===== src/hw/rtl/rra_pkg.sv =====
package rra_pkg;

    localparam int SQRT_STEPS = 21;
    localparam int RAD_W      = 2 * SQRT_STEPS;
    localparam int ROOT_W     = SQRT_STEPS;
    localparam int FIFO_DEPTH = 32;
    localparam int FIFO_AW    = 5;
    localparam int LEVEL_W    = 6;
    localparam int CFG_IDX_W  = 3;
    localparam int CFG_DATA_W = 16;

    typedef enum logic [CFG_IDX_W-1:0] {
        CFG_RECT_LEFT,
        CFG_RECT_TOP,
        CFG_RECT_WIDTH,
        CFG_RECT_HEIGHT,
        CFG_CORNER_RADIUS,
        CFG_FILL_COLOR
    } cfg_index_t;

    typedef struct packed {
        logic signed [15:0] rect_left;
        logic signed [15:0] rect_top;
        logic [14:0]        rect_width;
        logic [14:0]        rect_height;
        logic [13:0]        corner_radius;
        logic [15:0]        fill_color;
    } cfg_t;

    typedef struct packed {
        logic signed [11:0] column;
        logic signed [11:0] row;
        logic [15:0]        old_pixel;
    } pixel_in_t;

    typedef struct packed {
        logic [15:0] new_pixel;
        logic        write_enable;
        logic [8:0]  coverage;
    } pixel_out_t;

    // per-pixel data riding alongside the root extraction
    typedef struct packed {
        logic               on_screen;
        logic               corner;
        logic signed [18:0] metric;
        logic [15:0]        old_pixel;
    } side_t;

    typedef struct packed {
        logic [RAD_W-1:0] rem;
        logic [RAD_W-1:0] root;
        side_t            side;
    } sqrt_data_t;

    // radius in 1/32 px: min(2*corner_radius, width, height)
    function automatic logic [14:0] clamp_radius(cfg_t c);
        logic [14:0] r;
        r = {c.corner_radius, 1'b0};
        if (r > c.rect_width) r = c.rect_width;
        if (r > c.rect_height) r = c.rect_height;
        return r;
    endfunction

endpackage


===== src/hw/rtl/rra_sqrt_cell.sv =====
module rra_sqrt_cell #(
    parameter int BIT_POS = 0
) (
    input  logic                 clk,
    input  logic                 rst_n,
    input  logic                 in_valid,
    input  rra_pkg::sqrt_data_t  in_data,
    output logic                 out_valid,
    output rra_pkg::sqrt_data_t  out_data
);
    import rra_pkg::*;

    localparam logic [RAD_W-1:0] BIT_VAL = RAD_W'(1) << BIT_POS;

    logic [RAD_W-1:0] trial;
    logic             valid_reg;
    sqrt_data_t       data_reg;
    sqrt_data_t       data_next;

    assign trial = in_data.root + BIT_VAL;

    always_comb
    begin
        data_next = in_data;
        if (in_data.rem >= trial)
        begin
            data_next.rem  = in_data.rem - trial;
            data_next.root = (in_data.root >> 1) + BIT_VAL;
        end
        else
        begin
            data_next.root = in_data.root >> 1;
        end
    end

    always_ff @(posedge clk or negedge rst_n)
    begin
        if (!rst_n)
            valid_reg <= 1'b0;
        else
            valid_reg <= in_valid;
    end

    always_ff @(posedge clk)
    begin
        data_reg <= data_next;
    end

    assign out_valid = valid_reg;
    assign out_data  = data_reg;

endmodule


===== config.mk =====
export PLATFORM = sky130hd
export DESIGN_NAME = rra_sqrt_cell
export DESIGN_NICKNAME = d
export VERILOG_FILES = /design/src/hw/rtl/rra_pkg.sv /design/src/hw/rtl/rra_sqrt_cell.sv
export SDC_FILE = /design/constraint.sdc
export NUM_CORES = 1
export LEC_CHECK = 0
export ABC_AREA = 0
export ABC_CLOCK_PERIOD_IN_PS = 1050
export BUFFER_PORTS_ARGS = -buffer_cell sky130_fd_sc_hd__buf_2
export CAP_MARGIN = 20
export CORE_ASPECT_RATIO = 0.6
export CORE_MARGIN = 1
export CORE_UTILIZATION = 35
export CTS_BUF_LIST = sky130_fd_sc_hd__clkbuf_16
export CTS_CLUSTER_SIZE = 28
export DETAILED_ROUTE_END_ITERATION = 7
export SKIP_LAST_GASP = 1
export SYNTH_ARGS = -nofsm -noshare
export SYNTH_HDL_FRONTEND = slang
export SYNTH_SLANG_ARGS = --single-unit

===== constraint.sdc =====
create_clock -name clk -period 1.05 [get_ports clk]
set_input_delay 0.315 -clock clk [delete_from_list [all_inputs] [get_ports clk]]
set_output_delay 0.315 -clock clk [all_outputs]
set_load 0.005 [all_outputs]

======== Yosys cells after proc, flatten, opt, wreduce, memory -nomap -nowiden ========
Cells that the tools add are included.
word-level totals
  bits in registers ....................... 122
  output and inout port bits .............. 122
  input bits .............................. 124
  logic and storage cells ................. 14
cells by class
  add/subtract/negate cells ............... 3
  order comparisons ....................... 1
  muxes and demuxes ....................... 2
operators with widths
  kind                   number
  $add 41x1->42 const B  1
  $add 42x1->42 const B  1
  $ge 42x42->1           1
  $mux 42                1
  $sub 42x42->42         1
  $mux 41                1

======== Longest topological paths before layout ========
  depth in word-level cells ............... 3
  mapped depth ............................ 20
  mapped depth without buffers ............ 18

======== Least setup slack after synthesis ========
OpenSTA, ideal clock, no wires.
  path kind ............................... input port to flip-flop
  start point ............................. in in_data[46] (netlist name)
  end point ............................... reg data_reg, in the netlist out_data[46]
  required time ........................... 932 ps
  arrival ................................. 4,159 ps
  setup slack ............................. -3,227 ps
  stages .................................. 16
  cells stage by stage .................... clkbuf_1 nand4_1 nor4_1 inv_1 nor4_1 xnor2_1 ha_1 clkbuf_1 nand4_1 nor3_1 nand4_1 nor4_2 a211oi_1 o21a_2 or4_4 xnor2_2
RTL lines
  element               line                 text
  from (decl)           rra_sqrt_cell.sv:7   input rra_pkg::sqrt_data_t in_data,
  to (signal assigned)  rra_sqrt_cell.sv:46  data_reg <= data_next;
  to (decl)             rra_sqrt_cell.sv:17  sqrt_data_t data_reg;

==> key figures <==
Status
  – Outcome: finished, violations left
  – Failing checks: negative setup slack

Power and ir drop
  – Peak VDD IR: 1.20 mV
  – LEAKAGE: 6.24 nW
  – Power Dens Cells: 1250 nW/um^2

Worst setup path
  – Worst setup EP type: flip-flop
  – Crit path kind: input port to flip-flop
  – Critical Path AT: 3990 ps
  – Crit start category: input port
  – Worst setup endpoint: out_data[84]
  – Critical Path Fanout Max: 6
  – Worst Path Required: 1360 ps
  – Critical path launch point: in_data[38]

Timing
  – RSZ-0062 raised after global routing: true
  – Worst-margin pin slew: 526 ps
  – Fin worst setup slack: -2630 ps
  – Fmax: 0.272 GHz
  – Fin crit period: 3680 ps
  – Post-Route Hold Slack: 135 ps
  – Max-slew violations: 0
  – Slew margin rel.: 64.6%
  – Final hold viol count: 0
  – Final Cycle Share: 351%
  – Final setup fails: 206

Routing
  – Vias: 9006
  – Post-Route WL: 33000 um
  – Post-route DRC: 0
  – Drt wl/cell: 19.0 um
  – DRT antenna net count: 0
  – Iter 0 DRT Violations: 883
  – Drt first pass iters: 8
  – Via density: 5.19

Synthesis
  – Top-count cell post-synth: dfxtp_1
  – Top cells by area, synth: dfxtp_1 (35%), ha_1 (8.0%), xnor2_1 (7.4%)
  – Mean Syn Cell Area: 8.15 um^2
  – Cell count after synthesis: 848
  – Share of the synthesized area in the top cell type: 35.1%
  – Seq/Total Area, Yosys: 35.4%
  – EDFF count, synth: 0
  – Syn nets: 1017
  – Synth top cells by count: dfxtp_1 (121), nand2_1 (98), a21oi_1 (90)
  – Async SR Flop Fraction: 0.820%
  – Predominant post-synthesis flop cell: dfxtp_1
  – Netlist Area Pre-Place: 6910 um^2
  – YS warnings: 0
  – FF+latch count, synth: 122
  – Synth cell types: 51
  – Biggest area consumer among synthesized cells: dfxtp_1

Floorplanning
  – Die width: 183 um
  – Initial core utilization: 36.0%
  – Core Area: 19200 um^2
  – Die area: 20300 um^2
  – FP Rows: 39
  – Ports: 246
  – Chip height: 111 um

Cells and area
  – Final core utilization: 70.0%
  – Share of cells above drive strength 1: 54.6%
  – # diodes: 0
  – Fin cells: 1734
  – Fill cell count: 1468
  – Final Net Count: 1624
  – Area delta synth->final: 94.3%

Clock tree
  – CTS max path bufs: 2
  – TritonCTS clock tree: yes
  – Clock slew at reported path FFs: 60 ps
  – CTS sink cnt: 122
  – H-tree levels: 4
  – CTS root buf: clkbuf_16
  – CTS Buf Count: 17

Placement
  – GPL Wtd Cong: 1.03
  – Detailed-placement wirelength estimate: 23900 um
  – PortBufs: 245
  – Placed cells: 1611

GRT
  – Largest net degree at the start of global routing: 49
  – Initial antenna violation count: 0
  – First-pass GRT wire length: 45900 um
  – GRT Total Usage: 30.3%
  – Vias in the first global route: 8250
  – Gr ovfl total: 0

Job
  – Max-Cap Viols: 0

Worst hold path
  – Hold Crit Class: input port to flip-flop
==> how the worst min path moves through the flow <==
stage / startpoint / to / slack (ps) / cells after the start
finish: in_data[44] / out_data[43] / 130 / 2
global route: in_data[119] / out_data[119] / 120 / 3
CTS: in_data[118] / out_data[118] / 80 / 3
detailed placement: rst_n / out_valid / 90 / 1
global placement: rst_n / out_valid / 90 / 1
floorplan: rst_n / out_valid / 20 / 0
==> critical path: stages <==
cell     delay, ps
buf_8          100
ha_4           150
and3_4         180
and4_4         160
and2_4         150
nand3_4        100
nor2_1          60
xnor2_1        410
ha_1           400
a21oi_1        320
o21ai_0        180
a22oi_1        230
a21oi_1        140
a21oi_4        230
buf_4          190
o21ai_4         90
buf_6          140
buf_16         140
buf_6          110
nor2_2         100
a21oi_1         70
==> flip-flops by register name (all words and copies together), names as in the netlist <==
| register | flops |
|---|---|
| out_data | 121 |
| out_valid | 1 |
==> timing repair <==
action,in CTS,in global routing
gates cloned,3,8
setup buffers,21,25
hold buffers,39,0
pin swaps,36,59
gates resized for setup,126,160
hold endpoints to repair,39,0
setup endpoints to repair,206,206
==> metrics by stage <==
stage	instance area [um^2]	worst slack, ps	power [mW]	setup TNS [ps]
floorplan	7160	-2690	7.38	-210870
global placement	10700	-3180	9.99	-250180
detailed placement	10700	-3180	10.0	-251230
CTS	12400	-2480	16.0	-214750
global route	13400	-2730	17.6	-237480
finish	13400	-2630	16.8	-225050
==> cell type report <==
cell class	instances	area (um^2)	area share (%)
Inverter	17	63.8	0.475
Timing Repair Buffer	620	4680	34.9
Sequential cell	122	2490	18.6
Multi-Input combinational cell	677	5330	39.7
Clock buffer	17	425	3.17
Tap cell	266	333	2.48
Clock inverter	15	103	0.764
==> cells by family after synthesis <==
| family | synth area share, % |
|---|---|
| AND/OR/NAND/NOR | 22.2 |
| AO/OA/AOI/OAI | 16.4 |
| flip-flops | 35.4 |
| XOR/XNOR | 14.8 |
| buffers and inverters | 2.99 |
| adder cells (fa/ha/maj) | 8.26 |
==> power breakdown <==
part / internal, mW / switching (mW)
sequential: 5.13 / 0.144
combinational: 3.16 / 3.10
clock: 2.99 / 2.30
==> layout by cell type, fill, tap and decap left out, types with 38 or more instances in the layout <==
| cell | synthesis | layout |
|---|---|---|
| dfxtp_1 | 121 | 87 |
| xor2_1 | 57 | 51 |
| nand2_1 | 98 | 76 |
| buf_2 | 15 | 214 |
| nor2_1 | 87 | 58 |
| xnor2_1 | 58 | 48 |
| a21oi_1 | 90 | 73 |
| ha_1 | 44 | 38 |
| buf_4 | 0 | 297 |
| buf_6 | 0 | 49 |
| dlygate4sd3_1 | 0 | 39 |
==> per-layer routing <==
| layer | wire (um) | track usage (%) | share of wire [%] | vias to the layer above |
|---|---|---|---|---|
| met5 | 68 | 2.75 | 0.21 | - |
| met4 | 410 | 6.39 | 1.2 | 2 |
| met3 | 4030 | 8.48 | 12 | 40 |
| met2 | 12500 | 38.4 | 38 | 561 |
| met1 | 15900 | 48.3 | 48 | 4190 |
| li1 | - | - | - | 4213 |
(Power assumes the default switching activity.)
