`config.mk`:
```
export PLATFORM = sky130hd
export DESIGN_NAME = rra_geom
export DESIGN_NICKNAME = d
export VERILOG_FILES = /design/src/hw/rtl/rra_pkg.sv /design/src/hw/rtl/rra_geom.sv
export SDC_FILE = /design/constraint.sdc
export NUM_CORES = 2
export LEC_CHECK = 0
export BUFFER_PORTS_ARGS = -buffer_cell sky130_fd_sc_hd__buf_4
export CELL_PAD_IN_SITES_DETAIL_PLACEMENT = 0
export CELL_PAD_IN_SITES_GLOBAL_PLACEMENT = 1
export CORE_UTILIZATION = 44
export CTS_BUF_LIST = sky130_fd_sc_hd__clkbuf_16
export DETAILED_ROUTE_END_ITERATION = 16
export GPL_TIMING_DRIVEN = 0
export PLACE_DENSITY_LB_ADDON = 0.08
export RECOVER_POWER = 50
export SETUP_SLACK_MARGIN = 0.3
export SLEW_MARGIN = 20
export SYNTH_ARGS = -nofsm -noshare
export SYNTH_HDL_FRONTEND = slang
export SYNTH_SLANG_ARGS = --single-unit
```
`constraint.sdc`:
```
create_clock -name clk -period 6.44 [get_ports clk]
set_clock_uncertainty 0.2 [all_clocks]
set_input_delay 1.288 -clock clk [delete_from_list [all_inputs] [get_ports clk]]
set_output_delay 1.288 -clock clk [all_outputs]
set_load 0.005 [all_outputs]
```
`src/hw/rtl/rra_pkg.sv`:
```
package rra_pkg;

    localparam int SQRT_STEPS = 21;
    localparam int RAD_W      = 2 * SQRT_STEPS;
    localparam int ROOT_W     = SQRT_STEPS;
    localparam int FIFO_DEPTH = 32;
    localparam int FIFO_AW    = 5;
    localparam int LEVEL_W    = 6;
    localparam int CFG_IDX_W  = 3;
    localparam int CFG_DATA_W = 16;

    typedef enum logic [CFG_IDX_W-1:0] {
        CFG_RECT_LEFT,
        CFG_RECT_TOP,
        CFG_RECT_WIDTH,
        CFG_RECT_HEIGHT,
        CFG_CORNER_RADIUS,
        CFG_FILL_COLOR
    } cfg_index_t;

    typedef struct packed {
        logic signed [15:0] rect_left;
        logic signed [15:0] rect_top;
        logic [14:0]        rect_width;
        logic [14:0]        rect_height;
        logic [13:0]        corner_radius;
        logic [15:0]        fill_color;
    } cfg_t;

    typedef struct packed {
        logic signed [11:0] column;
        logic signed [11:0] row;
        logic [15:0]        old_pixel;
    } pixel_in_t;

    typedef struct packed {
        logic [15:0] new_pixel;
        logic        write_enable;
        logic [8:0]  coverage;
    } pixel_out_t;

    // per-pixel data riding alongside the root extraction
    typedef struct packed {
        logic               on_screen;
        logic               corner;
        logic signed [18:0] metric;
        logic [15:0]        old_pixel;
    } side_t;

    typedef struct packed {
        logic [RAD_W-1:0] rem;
        logic [RAD_W-1:0] root;
        side_t            side;
    } sqrt_data_t;

    // radius in 1/32 px: min(2*corner_radius, width, height)
    function automatic logic [14:0] clamp_radius(cfg_t c);
        logic [14:0] r;
        r = {c.corner_radius, 1'b0};
        if (r > c.rect_width) r = c.rect_width;
        if (r > c.rect_height) r = c.rect_height;
        return r;
    endfunction

endpackage

```
`src/hw/rtl/rra_geom.sv`:
```
module rra_geom #(
    parameter int SCREEN_WIDTH  = 320,
    parameter int SCREEN_HEIGHT = 240
) (
    input  logic                   clk,
    input  logic                   rst_n,
    input  rra_pkg::cfg_t          cfg,
    input  logic                   in_take,
    input  rra_pkg::pixel_in_t     in_word,
    output logic                   sq_valid,
    output rra_pkg::sqrt_data_t    sq_data
);
    import rra_pkg::*;

    logic [14:0]        r2;
    logic [14:0]        edge_x;
    logic [14:0]        edge_y;
    logic signed [17:0] cx;
    logic signed [17:0] cy;
    logic signed [18:0] px;
    logic signed [18:0] py;
    logic [18:0]        negx;
    logic [18:0]        negy;
    logic [17:0]        absx;
    logic [17:0]        absy;
    logic signed [18:0] qx;
    logic signed [18:0] qy;
    logic signed [18:0] qmax;
    side_t              side_next;

    logic               valid1_reg;
    side_t              side1_reg;
    logic [17:0]        qx1_reg;
    logic [17:0]        qy1_reg;

    logic               valid2_reg;
    side_t              side2_reg;
    logic [35:0]        sqx2_reg;
    logic [35:0]        sqy2_reg;

    logic               valid3_reg;
    side_t              side3_reg;
    logic [RAD_W-1:0]   rad3_reg;
    logic [36:0]        sum_next;

    assign r2     = clamp_radius(cfg);
    assign edge_x = cfg.rect_width - r2;
    assign edge_y = cfg.rect_height - r2;
    assign cx     = $signed({cfg.rect_left[15], cfg.rect_left, 1'b0})
                  + $signed({3'b000, cfg.rect_width});
    assign cy     = $signed({cfg.rect_top[15], cfg.rect_top, 1'b0})
                  + $signed({3'b000, cfg.rect_height});
    assign px     = $signed({{2{in_word.column[11]}}, in_word.column, 5'd16})
                  - $signed({cx[17], cx});
    assign py     = $signed({{2{in_word.row[11]}}, in_word.row, 5'd16})
                  - $signed({cy[17], cy});
    assign negx   = -px;
    assign negy   = -py;
    assign absx   = px[18] ? negx[17:0] : px[17:0];
    assign absy   = py[18] ? negy[17:0] : py[17:0];
    assign qx     = $signed({1'b0, absx}) - $signed({4'b0000, edge_x});
    assign qy     = $signed({1'b0, absy}) - $signed({4'b0000, edge_y});
    assign qmax   = (qx > qy) ? qx : qy;

    always_comb
    begin
        side_next.on_screen = !in_word.column[11]
                            && (in_word.column[10:0] < 11'(SCREEN_WIDTH))
                            && !in_word.row[11]
                            && (in_word.row[10:0] < 11'(SCREEN_HEIGHT));
        side_next.corner    = !qx[18] && (qx != '0) && !qy[18] && (qy != '0);
        side_next.metric    = qmax - $signed({4'b0000, r2});
        side_next.old_pixel = in_word.old_pixel;
    end

    assign sum_next = {1'b0, sqx2_reg} + {1'b0, sqy2_reg};

    always_ff @(posedge clk or negedge rst_n)
    begin
        if (!rst_n)
        begin
            valid1_reg <= 1'b0;
            valid2_reg <= 1'b0;
            valid3_reg <= 1'b0;
        end
        else
        begin
            valid1_reg <= in_take;
            valid2_reg <= valid1_reg;
            valid3_reg <= valid2_reg;
        end
    end

    always_ff @(posedge clk)
    begin
        side1_reg <= side_next;
        qx1_reg   <= qx[17:0];
        qy1_reg   <= qy[17:0];
        side2_reg <= side1_reg;
        sqx2_reg  <= qx1_reg * qx1_reg;
        sqy2_reg  <= qy1_reg * qy1_reg;
        side3_reg <= side2_reg;
        // corner sum of squares stays below 2^36
        rad3_reg  <= {sum_next[35:0], 6'b000000};
    end

    assign sq_valid     = valid3_reg;
    assign sq_data.rem  = rad3_reg;
    assign sq_data.root = '0;
    assign sq_data.side = side3_reg;

endmodule

```
; ---- Yosys cells after proc, flatten, opt, wreduce, memory -nomap -nowiden
; Index checks and enable logic that the tools add are counted.
[classes]
add_sub_neg = 12
mul = 2
order_cmp = 5
muxes = 5
reduce_logical = 12
[op_table]
columns = cell, count
row1 = multiplier 18 x 18 -> 36 bit, 2
row2 = nonzero test 19 bit, 2
row3 = subtractor 17 x 18 -> 19 bit, 2
row4 = subtractor 18 x 15 -> 19 bit, 2
row5 = adder 17 x 16 -> 18 bit, 2
row6 = adder 36 bit, 1
row7 = 2-to-1 mux 18 bit, 2
row8 = negation 18 bit, 2
row9 = greater-than comparator 15 bit, 2
row10 = 2-to-1 mux 15 bit, 2
row11 = subtractor 15 bit, 2
row12 = greater-than comparator 19 bit, 1
row13 = 2-to-1 mux 19 bit, 1
row14 = subtractor 19 x 16 -> 19 bit, 1
row15 = "< comparator 11 x 8 -> 1 bit, second input constant", 1
row16 = "< comparator 11 x 9 -> 1 bit, second input constant", 1
row17 = logical AND 1 bit, 6
row18 = logical NOT 1 bit, 4
[word_totals]
ff_bits = 258
elab_cells = 56

; ---- Logic depth before layout (Yosys ltp)
[logic_depth]
ltp_word = 10
mapped_depth = 61
ltp_nobuf = 56

; ---- Worst setup path before layout
; OpenSTA, ideal clock, no wires.
[synth_path]
path_type = input -> register
from = input cfg[57] in the netlist's numbering
to = register side1_reg[31] in the netlist's numbering
setup_ns = 0.120
t_arrival_ns = 13.040
required_time_ns = 6.120
slack_ns = -6.920
cell_stages = 58
n_path_buf = 6
path_cell_list = inv_1 > ha_1 > a21o_1 > a21o_1 > a211oi_1 > a21oi_1 > clkbuf_1 > mux2i_1 > inv_1 > ha_1 > nand4_1 > a21oi_1 > o21ai_1 > a41oi_1 > clkbuf_1 > clkbuf_1 > nand2_1 > o21ai_0 > [22 not listed] > nand3_1 > or4_1 > nor4_1 > o221a_4 > o2111ai_4 > nand2_1 > clkbuf_1 > clkbuf_1 > nor2_1 > a21oi_1 > ha_1 > clkbuf_1 > a31o_2 > a21oi_1 > a311oi_2 > o31a_1 > o21a_1 > a211o_1
[synth_rtl]
columns = item, line
row1 = from (decl), rra_geom.sv:7  ; input rra_pkg::cfg_t cfg,
row2 = to (signal assigned), rra_geom.sv:96  ; side1_reg <= side_next;
row3 = to (decl), rra_geom.sv:32  ; side_t side1_reg;

==> impl_summary.log <==
[metrics] arrival time worst endpoint: 12.29 ns
[metrics] sequential fraction of the synthesis area: 15.5%
[metrics] initial detailed-routing violation count: 1129
[metrics] Placement Rows: 100
[metrics] number of input and output port buffers inserted: between 150 and 200
[metrics] simple logic cell fraction of the synthesized area: 12.6%
[metrics] startpoint of the most critical register-to-register path: qy1_reg[16]
[metrics] vertical extent of the die: 276 um
[metrics] hold buffers post-CTS: 0
[metrics] pin count of the biggest net entering global routing: 16
[metrics] most used cells in the layout excluding fill and tap cells: inv_1, buf_4, fa_1
[metrics] most common library cell in the layout ignoring fill and taps: inv_1
[metrics] Post-Syn Area: 33100 um^2
[metrics] XOR/XNOR share of the synthesized area: 6.01%
[metrics] post-detailed-route DRC marker count: 0
[metrics] worst slew margin relative to its limit: around a quarter
[metrics] critical path type: in2reg
[metrics] cell count after synthesis: about 3600
[metrics] clock buffers created by TritonCTS: 29
[metrics] Post-Place Cell Area: about 37000 um^2
[metrics] placement-stage worst setup slack: -7.39 ns
[metrics] Reg2Reg Setup Slack: -0.24 ns
[metrics] cell type of the slowest stage on the worst timing path: or3_1
[metrics] Max stage delay on crit path: 0.36 ns
[metrics] Layout area overhead: 32.7%
[metrics] endpoints failing hold: 0
[metrics] Final WS setup: -5.64 ns
[metrics] detailed-route wire length: between 90 and 100 mm
[metrics] average vias per placed instance: 5.00
[metrics] failing checks: negative setup slack
[metrics] area of the placeable core: about 74000 um^2
[metrics] startpoint type of the worst setup path: primary input
[metrics] number of nets at the end of the flow: roughly 5200
[metrics] ratio of cells with drive above 1 in the final layout: 28.5%
[metrics] insertion delay to the later sink of the worst-skew pair: 0.57 ns
[metrics] max-slew violation count: 0
[metrics] critical path endpoint: side1_reg[33]
[metrics] maxcap violations: 0
[metrics] mean cell area of the mapped netlist: 9.13 um^2
[metrics] total of flip-flops plus latches after synthesis: 256
[metrics] summed area of non-filler cells in the final layout: 44000 um^2
[metrics] clock tree from TritonCTS: yes
[metrics] clock slew at reported path FFs: 0.06 ns
[metrics] initial cell density of the core: 44.5%
[metrics] adder-cell area share of the yosys netlist: 43.4%
[metrics] part of the cycle the worst path needs: 188%
[metrics] Distinct cells, synth: 99
[metrics] number of flops mapped to enable cells by yosys: 0
[metrics] top flip-flop cell by instance count after synthesis: dfxtp_1
[metrics] width of the die: 276 um
[metrics] highest net fanout along the worst path: 8
[metrics] Crit path required time: 6.65 ns
[metrics] global placement routability congestion: between 0.8 and 0.9
[metrics] class of the most critical hold timing path: reg2reg
[metrics] peak clock frequency supported by timing: 0.0828 GHz
[metrics] main combinational cell family by area after synthesis: adder cells
[metrics] drt first pass iters: 5
[metrics] # clock sinks: 256
[metrics] CTS H-tree depth: 1
[metrics] reg2reg end: sqy2_reg[34]
[metrics] via count: approximately 26000
[metrics] first-pass GRT wire length: 146 mm
[metrics] Post-DP HPWL: 73.9 mm
[metrics] worst r2r path cells: 21
[metrics] number of warning messages in the yosys log: 0
[metrics] multiplexer fraction of the synthesized cell area: 1.16%
[metrics] DR WL/cell: approximately 18 um
[metrics] complex-gate fraction of the synthesized area: 10.8%
[metrics] Final Setup Violations: 55
[metrics] Slew @ Worst Pin: 1.12 ns
[metrics] floorplan die area: 76400 um^2
[metrics] vias in the first global route: 27200
[metrics] async set or reset register ratio after synthesis: under 10%
[metrics] ports placed on the boundary: between 200 and 300
[metrics] run status: finished, violations left
[metrics] clock period minus worst slack: between 10 and 15 ns
[metrics] crit-path most repeated cell: ha_4
[metrics] CP Capture Type: flip-flop
[metrics] cell at the root of the clock tree: clkbuf_16
[metrics] unrepaired setup endpoints after global routing: true
[metrics] antenna violations before repair: 2
[metrics] timing startpoint of the critical path: cfg[58]
[metrics] post-detailed-route count of antenna-violating nets: 0
[metrics] gr usage total: between 20% and 30%
[metrics] total grt overflow: 0
[metrics] Max Root-Sink Buffers: 3
-- cell usage after synthesis, types with 17 or more instances --
library cell,instances,area [um^2]
a21oi_1,139,696
nand3_1,40,200
nand4_1,17,106
inv_1,774,2910
and2_1,155,970
o211ai_1,19,143
dfxtp_1,253,5060
mux2i_1,18,180
nor2b_1,32,200
a21o_1,52,390
nand2_1,248,931
fa_1,459,9190
nor2_1,162,608
mux2_2,18,203
a211oi_1,23,173
xor2_1,73,639
nor3_1,39,195
o21a_1,21,158
o21ai_0,92,460
buf_4,48,360
ha_1,408,5100
xnor2_1,148,1300
clkbuf_1,53,199
a31oi_1,23,144
and3_1,21,131
or2_2,17,106
or3_1,22,138
-- cell families (layout without fill, tap and decap cells) --
family | Yosys count | count (layout)
multiplexers | 36 | 36
adder cells (fa/ha/maj) | 877 | 877
AND/OR/NAND/NOR | 827 | 827
flip-flops | 256 | 256
XOR/XNOR | 224 | 224
AO/OA/AOI/OAI | 530 | 530
other | 1 | 49
buffers and inverters | 880 | 1455
-- per-stage QoR --
stage | util, % | TNS (ns) | hold slack [ns] | instances
floorplan | - | -114.10 | 0.110 | 3678
global placement | 49.8 | -205.50 | 0.110 | 4839
detailed placement | 49.8 | -205.56 | 0.112 | 4839
CTS | 56.2 | -124.47 | 0.122 | 5109
global route | 59.1 | -150.44 | 0.127 | 5223
finish | 59.1 | -133.68 | 0.119 | 5223
-- area by class of cell --
cell class	count	area, um^2
clock inverter	24	190
timing repair buffer	522	4280
antenna	1	2.50
fill	6570	30400
tap	969	1210
multi-input combinational	2542	28100
clock buffer	29	726
inverter	774	3000
buffer	106	1210
sequential	256	5240
-- per-layer routing --
layer / GRT usage (%) / wire, um / vias up
met1: 31.1 / 40500 / 12700
met2: 43.7 / 47100 / 514
met4: 6.78 / 3050 / 0
met5: 0 / 0 / -
li1: - / - / 12800
met3: 1.84 / 3300 / 151
-- how the worst min path moves through the flow --
stage                             start       endpoint  slack, ns  cells past startpoint
after floorplan            side1_reg[0]   side2_reg[0]       0.11                      0
after global placement    side2_reg[31]    sq_data[31]       0.11                      0
after detailed placement  side1_reg[10]  side2_reg[10]       0.11                      0
after CTS                 side1_reg[18]  side2_reg[18]       0.12                      0
after global routing      side2_reg[33]    sq_data[33]       0.13                      0
final                     side2_reg[16]    sq_data[16]       0.12                      0
-- timing repair --
item | 4_1_cts | 5_1_grt
setup buffers | 216 | 112
pin swaps | 223 | 227
resized for setup | 431 | 279
gates cloned | 1 | 1
setup endpoints to repair | 86 | 78
endpoints found under the hold margin | 0 | 0
-- critical path, delay by kind of cell --
kind                       cells  cell delay, ns
buffers and inverters         16            1.88
xor gates and xnor gates       1            0.27
and+or+nand+nor               13            2.20
AOI/OAI and AO/OA             20            3.32
adders and majority gates     10            2.50
muxes                          3            0.77
Power is not shown: default switching activity piles up to over one toggle a cycle in this logic, so the estimate is an artifact.
