`config.mk`:
```
export PLATFORM = sky130hd
export DESIGN_NAME = rra_out_fifo
export DESIGN_NICKNAME = d
export VERILOG_FILES = /design/src/hw/rtl/rra_pkg.sv /design/src/hw/rtl/rra_out_fifo.sv
export SDC_FILE = /design/constraint.sdc
export NUM_CORES = 1
export LEC_CHECK = 0
export BUFFER_PORTS_ARGS = -buffer_cell sky130_fd_sc_hd__buf_2
export CORE_ASPECT_RATIO = 0.75
export CORE_MARGIN = 2
export CORE_UTILIZATION = 28
export DETAILED_ROUTE_END_ITERATION = 8
export SYNTH_ARGS = -nofsm -noshare
export SYNTH_HDL_FRONTEND = slang
export SYNTH_SLANG_ARGS = --single-unit
```
`constraint.sdc`:
```
create_clock -name clk -period 7.2 [get_ports clk]
set_input_delay 0.72 -clock clk [delete_from_list [all_inputs] [get_ports clk]]
set_output_delay 0.72 -clock clk [all_outputs]
set_load 0.01 [all_outputs]
```
`src/hw/rtl/rra_pkg.sv`:
```
package rra_pkg;

    localparam int SQRT_STEPS = 21;
    localparam int RAD_W      = 2 * SQRT_STEPS;
    localparam int ROOT_W     = SQRT_STEPS;
    localparam int FIFO_DEPTH = 32;
    localparam int FIFO_AW    = 5;
    localparam int LEVEL_W    = 6;
    localparam int CFG_IDX_W  = 3;
    localparam int CFG_DATA_W = 16;

    typedef enum logic [CFG_IDX_W-1:0] {
        CFG_RECT_LEFT,
        CFG_RECT_TOP,
        CFG_RECT_WIDTH,
        CFG_RECT_HEIGHT,
        CFG_CORNER_RADIUS,
        CFG_FILL_COLOR
    } cfg_index_t;

    typedef struct packed {
        logic signed [15:0] rect_left;
        logic signed [15:0] rect_top;
        logic [14:0]        rect_width;
        logic [14:0]        rect_height;
        logic [13:0]        corner_radius;
        logic [15:0]        fill_color;
    } cfg_t;

    typedef struct packed {
        logic signed [11:0] column;
        logic signed [11:0] row;
        logic [15:0]        old_pixel;
    } pixel_in_t;

    typedef struct packed {
        logic [15:0] new_pixel;
        logic        write_enable;
        logic [8:0]  coverage;
    } pixel_out_t;

    // per-pixel data riding alongside the root extraction
    typedef struct packed {
        logic               on_screen;
        logic               corner;
        logic signed [18:0] metric;
        logic [15:0]        old_pixel;
    } side_t;

    typedef struct packed {
        logic [RAD_W-1:0] rem;
        logic [RAD_W-1:0] root;
        side_t            side;
    } sqrt_data_t;

    // radius in 1/32 px: min(2*corner_radius, width, height)
    function automatic logic [14:0] clamp_radius(cfg_t c);
        logic [14:0] r;
        r = {c.corner_radius, 1'b0};
        if (r > c.rect_width) r = c.rect_width;
        if (r > c.rect_height) r = c.rect_height;
        return r;
    endfunction

endpackage

```
`src/hw/rtl/rra_out_fifo.sv`:
```
module rra_out_fifo (
    input  logic                 clk,
    input  logic                 rst_n,
    input  logic                 wr_valid,
    input  rra_pkg::pixel_out_t  wr_word,
    output logic                 rd_valid,
    input  logic                 rd_ready,
    output rra_pkg::pixel_out_t  rd_word
);
    import rra_pkg::*;

    pixel_out_t           mem [FIFO_DEPTH];
    logic [FIFO_AW-1:0]   wr_ptr_reg;
    logic [FIFO_AW-1:0]   rd_ptr_reg;
    logic [LEVEL_W-1:0]   level_reg;
    logic [LEVEL_W-1:0]   level_next;
    logic                 head_valid_reg;
    logic                 head_valid_next;
    pixel_out_t           head_word_reg;
    logic                 rd_take;
    logic                 mem_pop;

    // head register in front of the memory holds the word on offer
    assign rd_valid = head_valid_reg;
    assign rd_word  = head_word_reg;
    assign rd_take  = head_valid_reg && rd_ready;
    assign mem_pop  = (level_reg != '0) && (!head_valid_reg || rd_take);

    always_comb
    begin
        level_next = level_reg;
        if (wr_valid && !mem_pop)
            level_next = level_reg + 1'b1;
        else if (!wr_valid && mem_pop)
            level_next = level_reg - 1'b1;

        head_valid_next = head_valid_reg;
        if (mem_pop)
            head_valid_next = 1'b1;
        else if (rd_take)
            head_valid_next = 1'b0;
    end

    always_ff @(posedge clk or negedge rst_n)
    begin
        if (!rst_n)
        begin
            wr_ptr_reg     <= '0;
            rd_ptr_reg     <= '0;
            level_reg      <= '0;
            head_valid_reg <= 1'b0;
        end
        else
        begin
            if (wr_valid)
                wr_ptr_reg <= wr_ptr_reg + 1'b1;
            if (mem_pop)
                rd_ptr_reg <= rd_ptr_reg + 1'b1;
            level_reg      <= level_next;
            head_valid_reg <= head_valid_next;
        end
    end

    always_ff @(posedge clk)
    begin
        if (wr_valid)
            mem[wr_ptr_reg] <= wr_word;
        if (mem_pop)
            head_word_reg <= mem[rd_ptr_reg];
    end

endmodule

```
### Word-level counts from Yosys, hierarchy flattened

Memory sizes are Yosys's and may differ from the RTL's. A register that Yosys moved wholly into a read port is not among the register bits.
Index checks and enable logic that the tools add are counted.

* register bits: 17
* output and inout bits: 27
* logic and storage cells: 26
* memories: 1
* memory bits (writable): 832
* bits of input ports: 30

Memories
* mem: depth 32, bits a word 26, read ports 1, clocked after memory_dff 1, write ports 1, line rra_out_fifo.sv:12 `pixel_out_t mem [FIFO_DEPTH];`

* add/subtract/negate cells: 4
* mux-type cells: 6
* reduce and logical (&&, ||, !) cells: 11

Operators with widths (count)
* two-way mux 6 bit: 2
* adder 5 x 1 -> 5 bit (second input constant): 2
* adder 6 x 1 -> 6 bit (second input constant): 1
* nonzero test 6 bit: 1
* subtractor 6 x 1 -> 6 bit (second input constant): 1
* logical AND 1 bit: 4
* two-way mux 1 bit: 4
* nonzero test 2 bit: 2
* zero test 1 bit: 3
* logical OR 1 bit: 1

### Longest topological paths before layout

Gate-level depths: netlist of the first run.

* depth after elaboration: 6
* gate-level depth with buffers: 10

### Worst setup path after synthesis of the first run

OpenSTA, ideal clock, no wires.

* kind: in2reg
* from: in rd_ready
* to: reg level_reg[5]
* cell stages on the path: 10
* data arrival time: 3.319 ns
* slack: 3.756 ns
* library setup time: 0.126 ns
* path through: nor2b_1 -> a31oi_2 -> inv_1 -> ha_1 -> inv_1 -> ha_1 -> or4_1 -> o211ai_1 -> nor3b_1 -> xnor2_1

* word-level cells in the longest chain between the ends: 6

RTL lines
* start, declared: line rra_out_fifo.sv:7 `input logic rd_ready,`
* logical AND 1 bit (*): line rra_out_fifo.sv:26 `assign rd_take = head_valid_reg && rd_ready;`
* logical OR 1 bit (*): line rra_out_fifo.sv:27 `assign mem_pop = (level_reg != '0) && (!head_valid_reg || rd_take);`
* logical AND 1 bit (*): line rra_out_fifo.sv:27
* zero test 1 bit: line rra_out_fifo.sv:32 `if (wr_valid && !mem_pop)`
* logical AND 1 bit: line rra_out_fifo.sv:32
* two-way mux 6 bit or nonzero test 2 bit (tied branches)
* end signal, assigned: line rra_out_fifo.sv:59 `level_reg <= level_next;`
* end, declared: line rra_out_fifo.sv:15 `logic [LEVEL_W-1:0] level_reg;`

Mark *: on every way between the ends. The rest lies on a longest branch, timed or not.
A chain may end at the register's enable or synchronous reset.

### Final worst setup path of the first run

* from: reg level_reg[0]
* to: reg level_reg[5]

* word-level cells in the longest chain between the ends: 5

RTL lines
* branches (longest 5 deep; another with subtractor 6 x 1 -> 6 bit)

Parallel ways; which one is timed is not known. The select of a mux whose other input is x is not followed.

==> impl_metrics.env, run 1 <==
export IMPL_grt_antenna_before_repair=6
export IMPL_avgSynthCellArea_um2=20.5
export IMPL_initial_core_util=0.283
export IMPL_p_leak_uw=0.0123
export IMPL_ctsResizeCount=0
export IMPL_ios=57
export IMPL_p_total_uw=14500
export IMPL_ys_warn_count=0
export IMPL_p_per_area_nw_per_um2=376
export IMPL_cts_sinks=875
export IMPL_path_clk_slew_ns=0.06
export IMPL_core_area_um2=118000
export IMPL_drv_cap=0
export IMPL_timing_rr_start="level_reg[0]"
export IMPL_synth_edf_count=858
export IMPL_setup_viol=0
export IMPL_critPathRequiredTime_ns=7.77
export IMPL_worstPathMaxFanout=32
export IMPL_power_frac_clock=0.304
export IMPL_synth_fp_nets=1676
export IMPL_wl_per_cell_um=25.1
export IMPL_fin_ws_ns=3.99
export IMPL_status="finished clean"
export IMPL_cts_tree="yes"
export IMPL_drt_initial_drc_count=1849
export IMPL_multi_input_area_um2=7060
export IMPL_vias_per_cell=4.94
export IMPL_syn_to_final_growth_pct=15.3
export IMPL_path_class="register to register"
export IMPL_hpwlAfterDp_um=44700
export IMPL_seqCellArea_um2=26200
export IMPL_reg2reg_depth=11
export IMPL_skew_ns=0.0180
export IMPL_post_cts_repair_setup_buffers=0
export IMPL_cts_buffers=88
export IMPL_yosysTopAreaCellShare=0.770
export IMPL_combPwrFrac=0.257
export IMPL_placed_area_um2=35900
export IMPL_cts_root_buf="clkbuf_16"
export IMPL_ys_seq_elements=875
export IMPL_drc_errors=0
export IMPL_hold_path_class="primary input to register"
export IMPL_crit_path_end="level_reg[5]"
export IMPL_dr_pass1_iters=5
export IMPL_cellInternalPower_uw=10100
export IMPL_synth_area_leaders="edfxtp_1 77%, mux4_2 7.0%, mux2i_1 6.2%, a22oi_1 3.5%, dfrtp_1 1.3%"
export IMPL_r2r_end="level_reg[5]"
export IMPL_syn_area_um2=33500
export IMPL_rrSetupSlack_ns=3.99
export IMPL_async_reset_ff_frac=0.0194
export IMPL_track_usage=0.136
export IMPL_die_h_um=303
export IMPL_die_x_um=403
export IMPL_largest_register_ff_count=832
export IMPL_power_switching_uw=4430
export IMPL_worstPathArrival_ns=3.79
export IMPL_synth_cell_types=39
export IMPL_crit_start="level_reg[0]"
export IMPL_fin_area_um2=38600
export IMPL_cts_hold_buf=1
export IMPL_synth_most_common_cell="edfxtp_1"
export IMPL_ir_drop_mv=0.272
export IMPL_maxSlewViolCount=0
export IMPL_final_nets=1774
export IMPL_synth_ff_type="edfxtp_1"
export IMPL_drt_wl_total_um=84200
export IMPL_place_ws_ns=3.73
export IMPL_port_buffers=56
export IMPL_cp_start_kind="register"
export IMPL_fmax_mhz=311
export IMPL_fillers=11014
export IMPL_dieArea_um2=122000
export IMPL_end_kind="register"
export IMPL_max_slew_margin=0.212
export IMPL_tightest_slew_ns=1.18
export IMPL_period_share=0.446
export IMPL_rsz0062_at_grt="no"
export IMPL_row_count=109
export IMPL_grt_pass1_wl_um=120000
export IMPL_swShare=0.305
export IMPL_tns_ns=0
export IMPL_drive_above_1_share=0.204
export IMPL_globalRoute_totalOverflow=0
export IMPL_place_congestion=0.745
export IMPL_detail_route_antenna_nets=0
export IMPL_finalCriticalPeriod_ns=3.21
export IMPL_clk_latency_ns=0.65
export IMPL_synth_area_leader_cell="edfxtp_1"
export IMPL_cts_buffer_depth=3
export IMPL_grt_max_degree=134
export IMPL_hold_violations=0
export IMPL_htreeDepth=3
export IMPL_syn_inst=1635
export IMPL_grt_pass1_vias=16790
export IMPL_synth_common_cells="858 x edfxtp_1, 208 x mux2i_1, 156 x a22oi_1"
export IMPL_yosysSeqAreaShare=0.782
export IMPL_hold_slack_ns=0.404
export IMPL_power_frac_seq=0.439
export IMPL_vias=16586
-- how the worst min path moves through the flow --
stage,startpoint,endpoint,depth (start not counted)
after detailed placement,level_reg[5],level_reg[5],1
after global routing,wr_valid,wr_ptr_reg[0],2
after CTS,wr_valid,wr_ptr_reg[0],2
after floorplan,rst_n,level_reg[0],0
after global placement,level_reg[5],level_reg[5],1
final,wr_valid,wr_ptr_reg[0],2
-- layout make-up --
class,count,share of cell area
inverter,4,0.000389
clock buffer,111,0.0609
clock inverter,47,0.00989
multi-input combinational,663,0.183
antenna,1,0.0000648
timing repair buffer,101,0.0167
tap,1554,0.0504
sequential,875,0.679
-- placed cells by master (no fill, tap or decap), types with 3 or more instances in the layout --
cell type / count
bufinv_16: 6
xor2_1: 4
o21ai_0: 8
nand3_1: 53
mux2i_1: 208
edfxtp_1: 858
buf_4: 42
xnor2_1: 8
inv_1: 4
clkinvlp_4: 3
buf_2: 56
clkbuf_16: 91
a22oi_1: 156
nor2b_4: 3
nand4_1: 29
clkinv_1: 24
nand2_1: 14
mux4_2: 104
dfrtp_1: 15
nor2_4: 35
inv_6: 4
clkinv_2: 9
clkbuf_1: 20
ha_1: 10
nor2_1: 4
-- power groups by stage --
stage	clock (uW)	combinational, uW	sequential (uW)
finish	4400	3730	6370
global route	4680	3990	6410
CTS	4470	3770	6390
detailed placement	0	3760	6490
global placement	0	3680	6470
floorplan	0	2640	6310
-- cells by family after synthesis --
group | synth area share
adders and majority gates | 0.00434
DFF | 0.782
muxes | 0.133
and+or+nand+nor | 0.0238
xor gates and xnor gates | 0.00314
buffers and inverters | 0.0157
AOI/OAI and AO/OA | 0.0378
-- worst max-delay path: stages, from the launching register on --
cell and delay (ns):
dfrtp_1 0.45, nor2_1 0.13, a31oi_4 0.15, buf_4 0.59
inv_1 0.11, ha_1 0.28, inv_1 0.20, ha_1 0.32
o21ai_0 0.34, nor4_1 0.12, nor3b_1 0.28, xnor2_1 0.15
-- per-layer routing --
metal | GRT usage | wire (um) | vias up
li1 | - | - | 6989
met1 | 0.186 | 36600 | 8819
met2 | 0.221 | 39700 | 640
met3 | 0.0264 | 5830 | 132
met4 | 0.0383 | 2010 | 6
met5 | 0 | 40 | -
-- per-stage QoR --
stage,std cells,utilization
6_report,3356,0.326
5_1_grt,3355,0.326
4_1_cts,3355,0.326
3_5_place_dp,3196,0.303
3_3_place_gp,3196,0.303
2_1_floorplan,1635,-
(Power assumes the default switching activity.)
==> inputs of run 2 (changes only) <==
==> constraint.sdc (replaced) <==
create_clock -name clk -period 3 [get_ports clk]
set_input_delay 0.3 -clock clk [delete_from_list [all_inputs] [get_ports clk]]
set_output_delay 0.3 -clock clk [all_outputs]
set_load 0.01 [all_outputs]
==> run 2 against run 1 <==
  * Register-to-register slack worse by 3.7 ns
  * Non-clock buffer count up 61
  * Die area unchanged
  * Critical path depth down 1
  * Sequential power up 140%
  * Combinational power rose to 2.6 times the previous value
  * Final area up 2.1%
  * Via count up 1.9%
  * Setup slack worse by 3.7 ns
  * Clock power up 140%
  * Fmax up 20%
  * Largest cell class unchanged
  * Highest routed layer unchanged
==> impl_metrics.env, run 2 (synthesis gave the netlist of run 1 again) <==
export IMPL_rsz0062_at_grt="no"
export IMPL_max_slew_margin=0.249
export IMPL_worstPathMaxFanout=6
export IMPL_largest_register_ff_count=832
export IMPL_drv_cap=0
export IMPL_cts_tree="yes"
export IMPL_post_cts_repair_setup_buffers=0
export IMPL_drc_errors=0
export IMPL_placed_area_um2=36600
export IMPL_dr_pass1_iters=5
export IMPL_skew_ns=0.0233
export IMPL_drt_wl_total_um=84700
export IMPL_cts_root_buf="clkbuf_16"
export IMPL_core_area_um2=118000
export IMPL_grt_pass1_wl_um=122000
export IMPL_port_buffers=56
export IMPL_fmax_mhz=374
export IMPL_fin_ws_ns=0.326
export IMPL_period_share=0.891
export IMPL_path_class="register to register"
export IMPL_utilization=0.333
export IMPL_drt_initial_drc_count=2058
export IMPL_cts_buffer_depth=3
export IMPL_hpwlAfterDp_um=50000
export IMPL_hold_path_class="primary input to asynchronous set/reset pin"
export IMPL_globalRoute_totalOverflow=0
export IMPL_dieArea_um2=122000
export IMPL_p_per_area_nw_per_um2=903
export IMPL_grt_antenna_before_repair=4
export IMPL_ctsResizeCount=0
export IMPL_clk_latency_ns=0.65
export IMPL_ir_drop_mv=0.509
export IMPL_grt_max_degree=45
export IMPL_place_congestion=0.795
export IMPL_critPathRequiredTime_ns=3.58
export IMPL_hold_violations=0
export IMPL_status="finished clean"
export IMPL_seqCellArea_um2=26200
export IMPL_htreeDepth=3
export IMPL_ios=57
export IMPL_final_common_cell="edfxtp_1"
export IMPL_rrSetupSlack_ns=0.33
export IMPL_path_clk_slew_ns=0.07
export IMPL_setup_viol=0
export IMPL_tns_ns=0
export IMPL_row_count=109
export IMPL_drive_above_1_share=0.233
export IMPL_multi_input_area_um2=7040
export IMPL_hold_slack_ns=0.131
export IMPL_die_h_um=303
export IMPL_end_kind="register"
export IMPL_cts_buffers=90
export IMPL_syn_to_final_growth_pct=17.7
export IMPL_p_leak_uw=0.0127
export IMPL_detail_route_antenna_nets=0
export IMPL_wl_per_cell_um=24.7
export IMPL_vias_per_cell=4.93
export IMPL_grt_pass1_vias=16987
export IMPL_die_x_um=403
export IMPL_track_usage=0.137
export IMPL_vias=16903
export IMPL_tightest_slew_ns=1.13
export IMPL_worstPathArrival_ns=3.25
export IMPL_fillers=10980
export IMPL_final_cell_mix="858 x edfxtp_1, 208 x mux2i_1, 156 x a22oi_1, 104 x mux4_2, 92 x clkbuf_16"
export IMPL_cts_sinks=875
export IMPL_place_ws_ns=0.397
export IMPL_finalCriticalPeriod_ns=2.67
export IMPL_initial_core_util=0.283
export IMPL_fin_area_um2=39400
export IMPL_final_nets=1837
export IMPL_cp_start_kind="register"
export IMPL_maxSlewViolCount=0
run 2: timing repair:
item                       CTS  global route
hold endpoints to repair    19             0
setup endpoints to repair    0             0
hold buffers                 3             0
run 2: area by class of cell:
| type | instances | area share |
|---|---|---|
| flip-flops and latches | 875 | 0.665 |
| multi-input cells | 663 | 0.179 |
| clock buffers | 109 | 0.0600 |
| well taps | 1554 | 0.0493 |
| repair buffers | 162 | 0.0351 |
| clock inverters | 57 | 0.0113 |
| inverters | 4 | 0.000381 |
| diodes | 4 | 0.000254 |
run 2: worst paths after layout:
kind,cells after the start,end,startpoint
min,2,rd_valid,rst_n
max reg2reg,10,level_reg[5],level_reg[0]
max in group asynchronous,2,rd_ptr_reg[0],rst_n
min reg2reg,1,level_reg[5],level_reg[5]
min in group clk,1,mem[31][21],wr_word[21]
max,10,level_reg[5],level_reg[0]
run 2: where the power goes:
group	internal [uW]	switching (uW)	leakage [uW]
registers	14600	624	0.00795
logic	4020	5690	0.00343
clock network	6060	4600	0.00135
total	24700	10900	0.0127
run 2: per-stage QoR:
step | total power, uW | std cells
floorplan | 21500 | 1635
global placement | 25100 | 3255
detailed placement | 25300 | 3255
CTS | 35900 | 3424
global route | 37100 | 3424
finish | 35600 | 3428
run 2: critical path, stage by stage (launching register included):
cell and delay (ns):
dfrtp_1 0.47, nor2_1 0.24, a31oi_4 0.12, inv_1 0.08
ha_1 0.26, inv_1 0.17, ha_1 0.33, a211oi_1 0.38
nor4_1 0.11, nor3b_1 0.28, xnor2_1 0.16
run 2: metal layers:
metal | track usage | routed length (um) | vias up
met4 | 0.0338 | 1720 | 2
met5 | 0 | 13 | -
li1 | - | - | 7131
met3 | 0.0252 | 5940 | 121
met2 | 0.218 | 39400 | 628
met1 | 0.195 | 37600 | 9021
